<file path="src/rtl/hrmp_pkg.sv">
// Package: types and constants of the heart rate measurement parser.
`default_nettype none

package hrmp_pkg;

  localparam int MAX_NOTIFY_BYTES_DEF = 32;

  localparam int CFG_INDEX_W = 8;
  localparam int CFG_DATA_W  = 8;

  localparam logic [CFG_INDEX_W-1:0] CFG_RATE_CHANNEL     = 8'd0;
  localparam logic [CFG_INDEX_W-1:0] CFG_INTERVAL_CHANNEL = 8'd1;

  localparam logic [7:0] RATE_CHANNEL_RST     = 8'd22;
  localparam logic [7:0] INTERVAL_CHANNEL_RST = 8'd23;

  localparam logic [4:0] FLAG_WIDE_RATE     = 5'h01;
  localparam logic [4:0] FLAG_CONTACT_SEEN  = 5'h02;
  localparam logic [4:0] FLAG_CONTACT_SUPP  = 5'h04;
  localparam logic [4:0] FLAG_ENERGY        = 5'h08;
  localparam logic [4:0] FLAG_RR_PRESENT    = 5'h10;

  localparam logic [7:0] RATE_SAT = 8'd255;

  // rr ticks of 1/1024 s to us: rr * 1000000 / 1024 = rr * 15625 >> 4
  localparam int US_PER_SEC    = 1000000;
  localparam int TICKS_PER_SEC = 1024;
  localparam int RR_SHIFT      = 4;
  localparam int RR_MUL        = US_PER_SEC / (TICKS_PER_SEC >> RR_SHIFT);
  localparam int RR_PROD_W     = 30;

  localparam logic KIND_RATE     = 1'b0;
  localparam logic KIND_INTERVAL = 1'b1;

  typedef struct packed {
    logic [7:0]  data_byte;
    logic        first_byte;
    logic [62:0] arrival_time_us;
    logic        session_running;
  } in_item_t;

  typedef struct packed {
    logic        sample_valid;
    logic        sample_kind;
    logic [7:0]  channel_number;
    logic [63:0] sample_time_us;
    logic [15:0] sample_value;
    logic [7:0]  latest_rate;
    logic        contact_lost;
  } out_item_t;

endpackage

`default_nettype wire

</file>
<file path="src/rtl/heart_rate_measurement_parser_top.sv">
// Top level: heart rate measurement notification parser.
`default_nettype none

// Usage:
//   Input channel in_valid/in_stall/in_data carries one notification byte per
//   request; first_byte marks the flags byte and latches arrival_time_us.
//   Output channel out_valid/out_stall/out_data gives exactly one result per
//   input byte; sample_valid tells whether it carries a rate or RR sample.
//   Configuration channel cfg_valid/cfg_ready/cfg_index/cfg_data writes the
//   rate channel (index 0) and interval channel (index 1); cfg_ready is
//   always high, other indexes are dropped.
//   The result is registered; out_valid rises in the cycle after a byte is accepted.
//   Throughput: one byte per cycle unless a result is held under out_stall;
//   decode, the 16x14 RR scale multiply and the 64-bit time subtract sit
//   between the input port and the result register.
//   Reset: all parse state clears, channels return to 22 and 23, no result
//   is pending; bytes before the first flags byte are ignored.
//   Stall: while a result is held under out_stall, in_stall is raised and
//   no new byte is taken.
module heart_rate_measurement_parser_top #(
  parameter int MAX_NOTIFY_BYTES = hrmp_pkg::MAX_NOTIFY_BYTES_DEF
) (
  input  wire                               clk,
  input  wire                               rst,
  input  wire                               in_valid,
  output logic                              in_stall,
  input  hrmp_pkg::in_item_t                in_data,
  output logic                              out_valid,
  input  wire                               out_stall,
  output hrmp_pkg::out_item_t               out_data,
  input  wire                               cfg_valid,
  output logic                              cfg_ready,
  input  wire [hrmp_pkg::CFG_INDEX_W-1:0]   cfg_index,
  input  wire [hrmp_pkg::CFG_DATA_W-1:0]    cfg_data
);

  localparam int POS_W = $clog2(MAX_NOTIFY_BYTES + 1);
  localparam logic [POS_W-1:0] POS_CAP = POS_W'(MAX_NOTIFY_BYTES);

  logic [7:0]       rate_channel;
  logic [7:0]       interval_channel;

  logic [4:0]       flag_bits,         flag_bits_next;
  logic [POS_W-1:0] byte_position,     byte_position_next;
  logic [7:0]       low_byte_hold,     low_byte_hold_next;
  logic [63:0]      interval_end_time, interval_end_time_next;
  logic             emit_enabled,      emit_enabled_next;
  logic [7:0]       rate_reg,          rate_reg_next;
  logic             contact_lost_reg,  contact_lost_reg_next;
  logic             frame_active,      frame_active_next;

  hrmp_pkg::out_item_t result;

  logic                         in_accept;
  logic [POS_W-1:0]             pos_eff;
  logic [2:0]                   hdr_last;
  logic [POS_W-1:0]             hdr_last_w;
  logic                         wide;
  logic [8:0]                   rate_raw;
  logic [15:0]                  rr;
  logic [hrmp_pkg::RR_PROD_W-1:0] rr_prod;

  assign cfg_ready = 1'b1;
  assign in_stall  = out_valid && out_stall;
  assign in_accept = in_valid && !in_stall;

  assign wide       = (flag_bits & hrmp_pkg::FLAG_WIDE_RATE) != 5'd0;
  assign hdr_last   = (wide ? 3'd2 : 3'd1) +
                      (((flag_bits & hrmp_pkg::FLAG_ENERGY) != 5'd0) ? 3'd2 : 3'd0);
  assign hdr_last_w = POS_W'(hdr_last);
  assign rr         = {in_data.data_byte, low_byte_hold};
  assign rr_prod    = hrmp_pkg::RR_PROD_W'(rr) * hrmp_pkg::RR_PROD_W'(hrmp_pkg::RR_MUL);

  always_comb begin
    flag_bits_next         = flag_bits;
    byte_position_next     = byte_position;
    low_byte_hold_next     = low_byte_hold;
    interval_end_time_next = interval_end_time;
    emit_enabled_next      = emit_enabled;
    rate_reg_next          = rate_reg;
    contact_lost_reg_next  = contact_lost_reg;
    frame_active_next      = frame_active;
    pos_eff                = byte_position;
    rate_raw               = 9'd0;
    result                 = '0;

    if (in_data.first_byte) begin
      frame_active_next      = 1'b1;
      pos_eff                = '0;
      byte_position_next     = '0;
      interval_end_time_next = {1'b0, in_data.arrival_time_us};
      emit_enabled_next      = 1'b0;
      low_byte_hold_next     = 8'd0;
    end

    if (frame_active_next && pos_eff < POS_CAP) begin
      if (pos_eff == '0) begin
        flag_bits_next = in_data.data_byte[4:0];
      end else begin
        if (pos_eff <= (wide ? POS_W'(2) : POS_W'(1))) begin
          if (wide && pos_eff == POS_W'(1)) begin
            low_byte_hold_next = in_data.data_byte;
          end else begin
            if (wide) begin
              rate_raw = (in_data.data_byte != 8'd0) ? 9'h100 : {1'b0, low_byte_hold_next};
            end else begin
              rate_raw = {1'b0, in_data.data_byte};
            end
            rate_reg_next = rate_raw[8] ? hrmp_pkg::RATE_SAT : rate_raw[7:0];
            contact_lost_reg_next =
              ((flag_bits & hrmp_pkg::FLAG_CONTACT_SUPP) != 5'd0) &&
              ((flag_bits & hrmp_pkg::FLAG_CONTACT_SEEN) == 5'd0);
          end
        end
        if (pos_eff == hdr_last_w) begin
          emit_enabled_next = in_data.session_running;
          if (in_data.session_running) begin
            result.sample_valid   = 1'b1;
            result.sample_kind    = hrmp_pkg::KIND_RATE;
            result.channel_number = rate_channel;
            result.sample_time_us = interval_end_time_next;
            result.sample_value   = {8'd0, rate_reg_next};
          end
        end else if (pos_eff > hdr_last_w && emit_enabled_next &&
                     (flag_bits & hrmp_pkg::FLAG_RR_PRESENT) != 5'd0) begin
          if (pos_eff[0] ^ hdr_last[0]) begin
            low_byte_hold_next = in_data.data_byte;
          end else begin
            result.sample_valid    = 1'b1;
            result.sample_kind     = hrmp_pkg::KIND_INTERVAL;
            result.channel_number  = interval_channel;
            result.sample_time_us  = interval_end_time_next;
            result.sample_value    = rr;
            interval_end_time_next = interval_end_time_next -
              64'(rr_prod >> hrmp_pkg::RR_SHIFT);
          end
        end
      end
      byte_position_next = pos_eff + POS_W'(1);
    end

    result.latest_rate  = rate_reg_next;
    result.contact_lost = contact_lost_reg_next;
  end

  always_ff @(posedge clk) begin
    if (rst) begin
      rate_channel     <= hrmp_pkg::RATE_CHANNEL_RST;
      interval_channel <= hrmp_pkg::INTERVAL_CHANNEL_RST;
    end else if (cfg_valid && cfg_ready) begin
      unique case (cfg_index)
        hrmp_pkg::CFG_RATE_CHANNEL:     rate_channel     <= cfg_data;
        hrmp_pkg::CFG_INTERVAL_CHANNEL: interval_channel <= cfg_data;
        default: ;
      endcase
    end
  end

  always_ff @(posedge clk) begin
    if (rst) begin
      flag_bits         <= '0;
      byte_position     <= '0;
      low_byte_hold     <= '0;
      interval_end_time <= '0;
      emit_enabled      <= 1'b0;
      rate_reg          <= '0;
      contact_lost_reg  <= 1'b0;
      frame_active      <= 1'b0;
    end else if (in_accept) begin
      flag_bits         <= flag_bits_next;
      byte_position     <= byte_position_next;
      low_byte_hold     <= low_byte_hold_next;
      interval_end_time <= interval_end_time_next;
      emit_enabled      <= emit_enabled_next;
      rate_reg          <= rate_reg_next;
      contact_lost_reg  <= contact_lost_reg_next;
      frame_active      <= frame_active_next;
    end
  end

  always_ff @(posedge clk) begin
    if (rst) begin
      out_valid <= 1'b0;
    end else begin
      out_valid <= in_accept || (out_valid && out_stall);
    end
  end

  always_ff @(posedge clk) begin
    if (in_accept) begin
      out_data <= result;
    end
  end

endmodule

`default_nettype wire

</file>
<file path="config.mk">
export PLATFORM = sky130hd
export DESIGN_NAME = heart_rate_measurement_parser_top
export DESIGN_NICKNAME = d
export VERILOG_FILES = /design/src/rtl/hrmp_pkg.sv /design/src/rtl/heart_rate_measurement_parser_top.sv
export SDC_FILE = /design/constraint.sdc
export NUM_CORES = 1
export LEC_CHECK = 0
export ABC_AREA = 1
export BUFFER_PORTS_ARGS = -buffer_cell sky130_fd_sc_hd__buf_2
export CELL_PAD_IN_SITES_DETAIL_PLACEMENT = 1
export CELL_PAD_IN_SITES_GLOBAL_PLACEMENT = 2
export CORE_MARGIN = 10
export CORE_UTILIZATION = 35
export DETAILED_ROUTE_END_ITERATION = 6
export HOLD_SLACK_MARGIN = 0.02
export PLACE_DENSITY = 0.84
export SLEW_MARGIN = 30
export SYNTH_ARGS = -nofsm -noshare
export SYNTH_HDL_FRONTEND = slang
export SYNTH_SLANG_ARGS = --single-unit
</file>
<file path="constraint.sdc">
create_clock -name clk -period 7.5 [get_ports clk]
set_clock_uncertainty 0.15 [all_clocks]
set_input_delay 0.75 -clock clk [delete_from_list [all_inputs] [get_ports clk]]
set_output_delay 0.75 -clock clk [all_outputs]
set_load 0.1 [all_outputs]
</file>
# Word-level counts from Yosys, hierarchy flattened
# Index checks and enable logic that the tools add are counted.
# Widths: inputs -> output; s select.
# op_classes
n_lt_le_gt_ge,3
add_sub_neg,3
multipliers,1
muxes,43
n_reduce_logical,17
bitwise_logic,2
eq_ne,3
# op_table
operator,n
$mux 64,6
$mux 90,4
$mux 8,13
$sub 64x26->64,1
$mux 9,6
$mul 16x14->30 const B,1
$mux 6,2
$mux 1,9
$eq 8x1->1 const B,1
$logic_not 8->1,1
$reduce_bool 8->1,1
$logic_and 1x1->1,7
$add 6x1->6 const B,1
$eq 6x1->1 const B,1
$eq 6x3->1,1
$gt 6x3->1,1
$le 6x2->1,1
$logic_not 6->1,1
$lt 6x6->1 const B,1
$mux 2,3
$logic_not 5->1,1
$reduce_and 2->1,2
$add 2x2->3,1
$reduce_and 3->1,1
other kinds (5),5
# totals
input_bits,94
word_cells,90
output_inout_bits,102
register_bits,210

# Depth between registers and ports, before layout
# depth
word_depth,12
ltp_mapped,37
ltp_nobuf,37

# Least setup slack after synthesis
# No wires, ideal clock.
# synth_timing
path_kind,reg-to-reg
from,register low_byte_hold[2]
to,register interval_end_time[50]
synth_period_minus_slack_ns,6.615
t_arrival_ns,6.193
n_path_buf,0
setup_slack_ns,0.885
setup_ns,0.271
stages_incl_launch_ff,32
t_required_ns,7.079
cell_sequence,dfxtp_1 -> inv_1 -> fa_1 -> inv_1 -> fa_1 -> fa_1 -> fa_1 -> ha_1 -> inv_1 -> fa_1 -> inv_1 -> ha_1 -> a21oi_1 -> o21ai_0 -> a21oi_1 -> o21ai_0 -> a21oi_1 -> o21ai_0 -> xnor2_1 -> ha_1 -> nand2_1 -> inv_1 -> nand2_1 -> nand2_1 -> a21oi_1 -> nand2_1 -> nor2_1 -> nand2_1 -> nor2_1 -> nand3_1 -> nand2_1 -> a21oi_1
# synth_between
elab_chain_cells,7
# synth_lines
element,line,text
"start, declared",heart_rate_measurement_parser_top.sv:45,"logic [7:0] low_byte_hold, low_byte_hold_next;"
"start signal, assigned",heart_rate_measurement_parser_top.sv:172,low_byte_hold <= low_byte_hold_next;
$mul 16x14->30,heart_rate_measurement_parser_top.sv:72,assign rr_prod = hrmp_pkg::RR_PROD_W'(rr) * hrmp_pkg::RR_PROD_W'(hrmp_pkg::RR_MUL);
$sub 64x26->64,heart_rate_measurement_parser_top.sv:134,interval_end_time_next = interval_end_time_next -
$mux 64,heart_rate_measurement_parser_top.sv:126,if (pos_eff[0] ^ hdr_last[0]) begin
$mux 64,heart_rate_measurement_parser_top.sv:124,end else if (pos_eff > hdr_last_w && emit_enabled_next &&
$mux 64,heart_rate_measurement_parser_top.sv:115,if (pos_eff == hdr_last_w) begin
$mux 64,heart_rate_measurement_parser_top.sv:97,if (pos_eff == '0) begin
$mux 64,heart_rate_measurement_parser_top.sv:96,if (frame_active_next && pos_eff < POS_CAP) begin
"end signal, assigned",heart_rate_measurement_parser_top.sv:173,interval_end_time <= interval_end_time_next;
"end, declared",heart_rate_measurement_parser_top.sv:46,"logic [63:0] interval_end_time, interval_end_time_next;"
# Every way passes these cells.
# A chain may end at the register's enable or synchronous reset.

# Worst setup path in the final report
# layout_timing
from,register low_byte_hold[2]
to,register interval_end_time[63]
# The elaborated chain is that of the path after synthesis.

==> impl_metrics.py <==
metrics = {
    "routing": {
        "drt-wirelength-per-cell_um": 20.3,
        "routedLengthMet1_um": 28700,
        "antenna_left": 0,
        "vias": 16000,
        "drt_first_pass_iters": 6,
        "dr_wl_met2_um": 30600,
        "routed_via_density": 5.09,
        "dr.max_layer_used": "met4",
        "detail_route.wirelength_um": 63700,
        "iter_0_drt_violations": 796,
        "met3_wirelength_um": 2540,
        "drc": 0,
    },
    "logic_synthesis": {
        "ys_seq_elements": 210,
        "synth_top_area_share": 0.177,
        "post_synth_main_area_contributors": "sky130_fd_sc_hd__edfxtp_1 (18%), sky130_fd_sc_hd__dfxtp_1 (13%), sky130_fd_sc_hd__nand2_1 (11%)",
        "synth_edf_count": 99,
        "async_flop_share": 0,
        "synth.mux.area_fraction": 0.000596,
        "synthDistinctLibCells": 54,
        "syn_avg_cell_area_um2": 7.36,
        "synth.cell_area_um2": 16800,
        "synth_nets": 2574,
        "synth.yosys.seq_area_share": 0.309,
        "postSynthCellCount": 2282,
        "yosys.area_share.simple": 0.245,
        "synth_compound_gate_area_share": 0.140,
        "synth-main-ff-cell": "sky130_fd_sc_hd__dfxtp_1",
        "yosys_warning_total": 0,
        "largest_family_of_logic_cells_by_synthesized_area": "simple AND/OR/NAND/NOR gates",
        "post_synth_fa_ha_maj_area_fraction": 0.172,
        "synthXorXnorAreaFrac": 0.0240,
        "synth_top_area_cell": "sky130_fd_sc_hd__edfxtp_1",
    },
    "sta": {
        "rsz_0062_raised_after_global_routing": "yes",
        "timing.final.setup_violations": 0,
        "fin_tns_setup_ps": 0,
        "period_needed_ps": 7140,
        "slew_violations": 0,
        "timing.slew.headroom": 0.351,
        "final_min_period_over_clock_period": 0.952,
        "fmax_mhz": 140,
        "tightestPinTransition_ps": 974,
        "finalHoldViolCount": 0,
    },
    "cts": {
        "ctsLongestPathBuffers": 3,
        "numCtsBuffers": 26,
        "clkSinkCount": 210,
        "tritoncts_clock_tree": "done",
        "insertion_delay_ps": 570,
        "clk_transition_reported_paths_ps": 60,
        "cts_htree_levels": 1,
        "clockRootBuffer": "sky130_fd_sc_hd__clkbuf_16",
    },
    "flow_run": {
        "maxCapViolCount": 0,
    },
    "die": {
        "die_area_um2": 57200,
        "ioPinCount": 196,
        "placeableCoreArea_um2": 47600,
        "start_util": 0.353,
        "std_cell_rows": 80,
        "floorplan.die.height_um": 239,
        "dieWidth_um": 239,
    },
    "critical_path": {
        "cpMaxStageDelayCell": "sky130_fd_sc_hd__fa_1",
        "data_arrival_time_of_the_critical_path_ps": 7440,
        "timing.critical_path.required_ps": 7810,
        "setup.reg_to_reg.worst_slack_ps": 360,
        "critPathLaunchType": "flop",
        "critPathMaxStageDelay_ps": 580,
        "setup.worst_path.end_class": "flop",
        "critical-path-top-cell-by-count": "sky130_fd_sc_hd__nand2_1",
        "critPathMaxFanout": 7,
        "setup.worst_path.class": "flop to flop",
    },
    "finish": {
        "largest_register_ff_count": 99,
        "regArea_um2": 5200,
        "regMostFlops": "out_data",
        "multi_input_comb_area_um2": 9940,
        "reg_top3": "out_data: 99 flops, interval_end_time: 64 flops",
        "syn2layout_area_growth_pct": 17.4,
        "utilization": 0.414,
        "drive_above_1_share": 0.176,
        "design.final.nets": 2795,
        "fillCellCount": 6027,
        "layoutNonFillerInstCount": 3139,
    },
    "power": {
        "pwr_density_cell_nw_per_um2": 262,
        "p_leak_nw": 9.64,
        "finalPower_mw": 5.18,
        "peakVddDrop_uv": 186,
    },
    "global_route": {
        "globalRouteTotalUtil": 0.219,
        "number_of_global_route_vias_before_repair": 17100,
        "grt_antenna_before_repair": 1,
        "grt_max_degree": 179,
        "wire_length_of_the_first_global_routing_pass_um": 98300,
        "overflow": 0,
    },
    "placed_design": {
        "port_buffers": 194,
        "place.detailed.hpwl_um": 49500,
        "place_congestion": 0.914,
        "dp.cells": 3088,
    },
    "outcome": {
        "outcome": "complete, no violations",
    },
    "min_path": {
        "timing.hold.worst.class": "primary input to flop",
    },
}
[area by class of cell]
class / instances / area share
timing repair buffer: 264 / 0.0777
tap: 615 / 0.0390
multi-input combinational: 1620 / 0.504
sequential: 210 / 0.263
inverter: 381 / 0.0725
clock inverter: 13 / 0.00672
antenna: 1 / 0.000127
clock buffer: 35 / 0.0363
[synthesized netlist by cell type (4+ instances only)]
library cell,instances
sky130_fd_sc_hd__a21oi_1,169
sky130_fd_sc_hd__a22o_1,4
sky130_fd_sc_hd__a22oi_1,8
sky130_fd_sc_hd__a31oi_1,5
sky130_fd_sc_hd__buf_2,17
sky130_fd_sc_hd__buf_4,9
sky130_fd_sc_hd__buf_6,5
sky130_fd_sc_hd__clkbuf_1,34
sky130_fd_sc_hd__dfxtp_1,111
sky130_fd_sc_hd__edfxtp_1,99
sky130_fd_sc_hd__fa_1,56
sky130_fd_sc_hd__ha_1,142
sky130_fd_sc_hd__inv_1,370
sky130_fd_sc_hd__inv_2,8
sky130_fd_sc_hd__nand2_1,495
sky130_fd_sc_hd__nand2_2,12
sky130_fd_sc_hd__nand3_1,105
sky130_fd_sc_hd__nand3_2,4
sky130_fd_sc_hd__nand3b_1,7
sky130_fd_sc_hd__nand4_1,32
sky130_fd_sc_hd__nor2_1,224
sky130_fd_sc_hd__nor2_2,14
sky130_fd_sc_hd__nor2_4,5
sky130_fd_sc_hd__nor3_1,9
sky130_fd_sc_hd__nor3_2,7
sky130_fd_sc_hd__o211ai_1,17
sky130_fd_sc_hd__o21ai_0,144
sky130_fd_sc_hd__o21ai_1,16
sky130_fd_sc_hd__o21ai_2,19
sky130_fd_sc_hd__o21bai_1,7
sky130_fd_sc_hd__o22ai_1,13
sky130_fd_sc_hd__or2_2,29
sky130_fd_sc_hd__xnor2_1,17
sky130_fd_sc_hd__xor2_1,29
[critical path: cells and delay by family, from the launching register on]
| family | cells | cell delay [ps] |
|---|---|---|
| AND/OR/NAND/NOR | 11 | 1210 |
| XOR/XNOR | 1 | 350 |
| flip-flops | 1 | 310 |
| AO/OA/AOI/OAI | 4 | 870 |
| adder cells (fa/ha/maj) | 8 | 3510 |
| buffers and inverters | 6 | 610 |
[stage by stage]
step	worst slack [ps]	hold WS (ps)	cell area (µm²)
6_report	362	282	19700
5_1_grt	-30.5	299	19700
4_1_cts	109	253	19500
3_5_place_dp	-92.6	303	18700
3_3_place_gp	-131	292	18700
2_1_floorplan	885	280	16800
[power by group]
group	internal, mW	switching (mW)
sequential	1.26	0.0231
combinational	0.829	1.78
clock	0.740	0.539
[cell families (layout without fill, tap and decap cells)]
group | count (synthesis) | in the layout
buffers and inverters | 452 | 693
multiplexers | 1 | 1
XOR/XNOR | 46 | 46
other | 1 | 2
flip-flops | 210 | 210
adder cells (fa/ha/maj) | 198 | 198
AO/OA/AOI/OAI | 419 | 419
AND/OR/NAND/NOR | 955 | 955
[path summary, 6_finish.rpt]
path | cells past startpoint | to | from
worst min register to register | 2 | interval_channel[7] | interval_channel[7]
worst min-delay path | 3 | interval_channel[0] | cfg_data[0]
worst max register to register | 30 | interval_end_time[63] | low_byte_hold[2]
worst max-delay path | 30 | interval_end_time[63] | low_byte_hold[2]
[routing by layer]
metal,vias to the layer above,GRT usage
li1,7821,-
met1,7773,0.282
met2,290,0.376
met3,86,0.0286
met4,0,0.0668
met5,-,0
[cells in the final DEF, fill, tap and decap left out, drive strengths merged, types with 8 or more instances in the layout]
cell type  count
or2           32
inv          378
nand4         32
dfxtp        111
nor3          16
nand2        508
clkinv        12
clkbuf        35
edfxtp        99
nand3        109
ha           142
buf          264
a22oi          8
xnor2         17
fa            56
o22ai         14
a21oi        172
o21ai        180
xor2          29
o211ai        17
nor2         243
[repair_timing]
action,CTS,global route
setup endpoints to repair,0,44
buffers inserted,0,1
gates resized for setup,0,40
hold buffers,0,0
(Power assumes the default switching activity.)
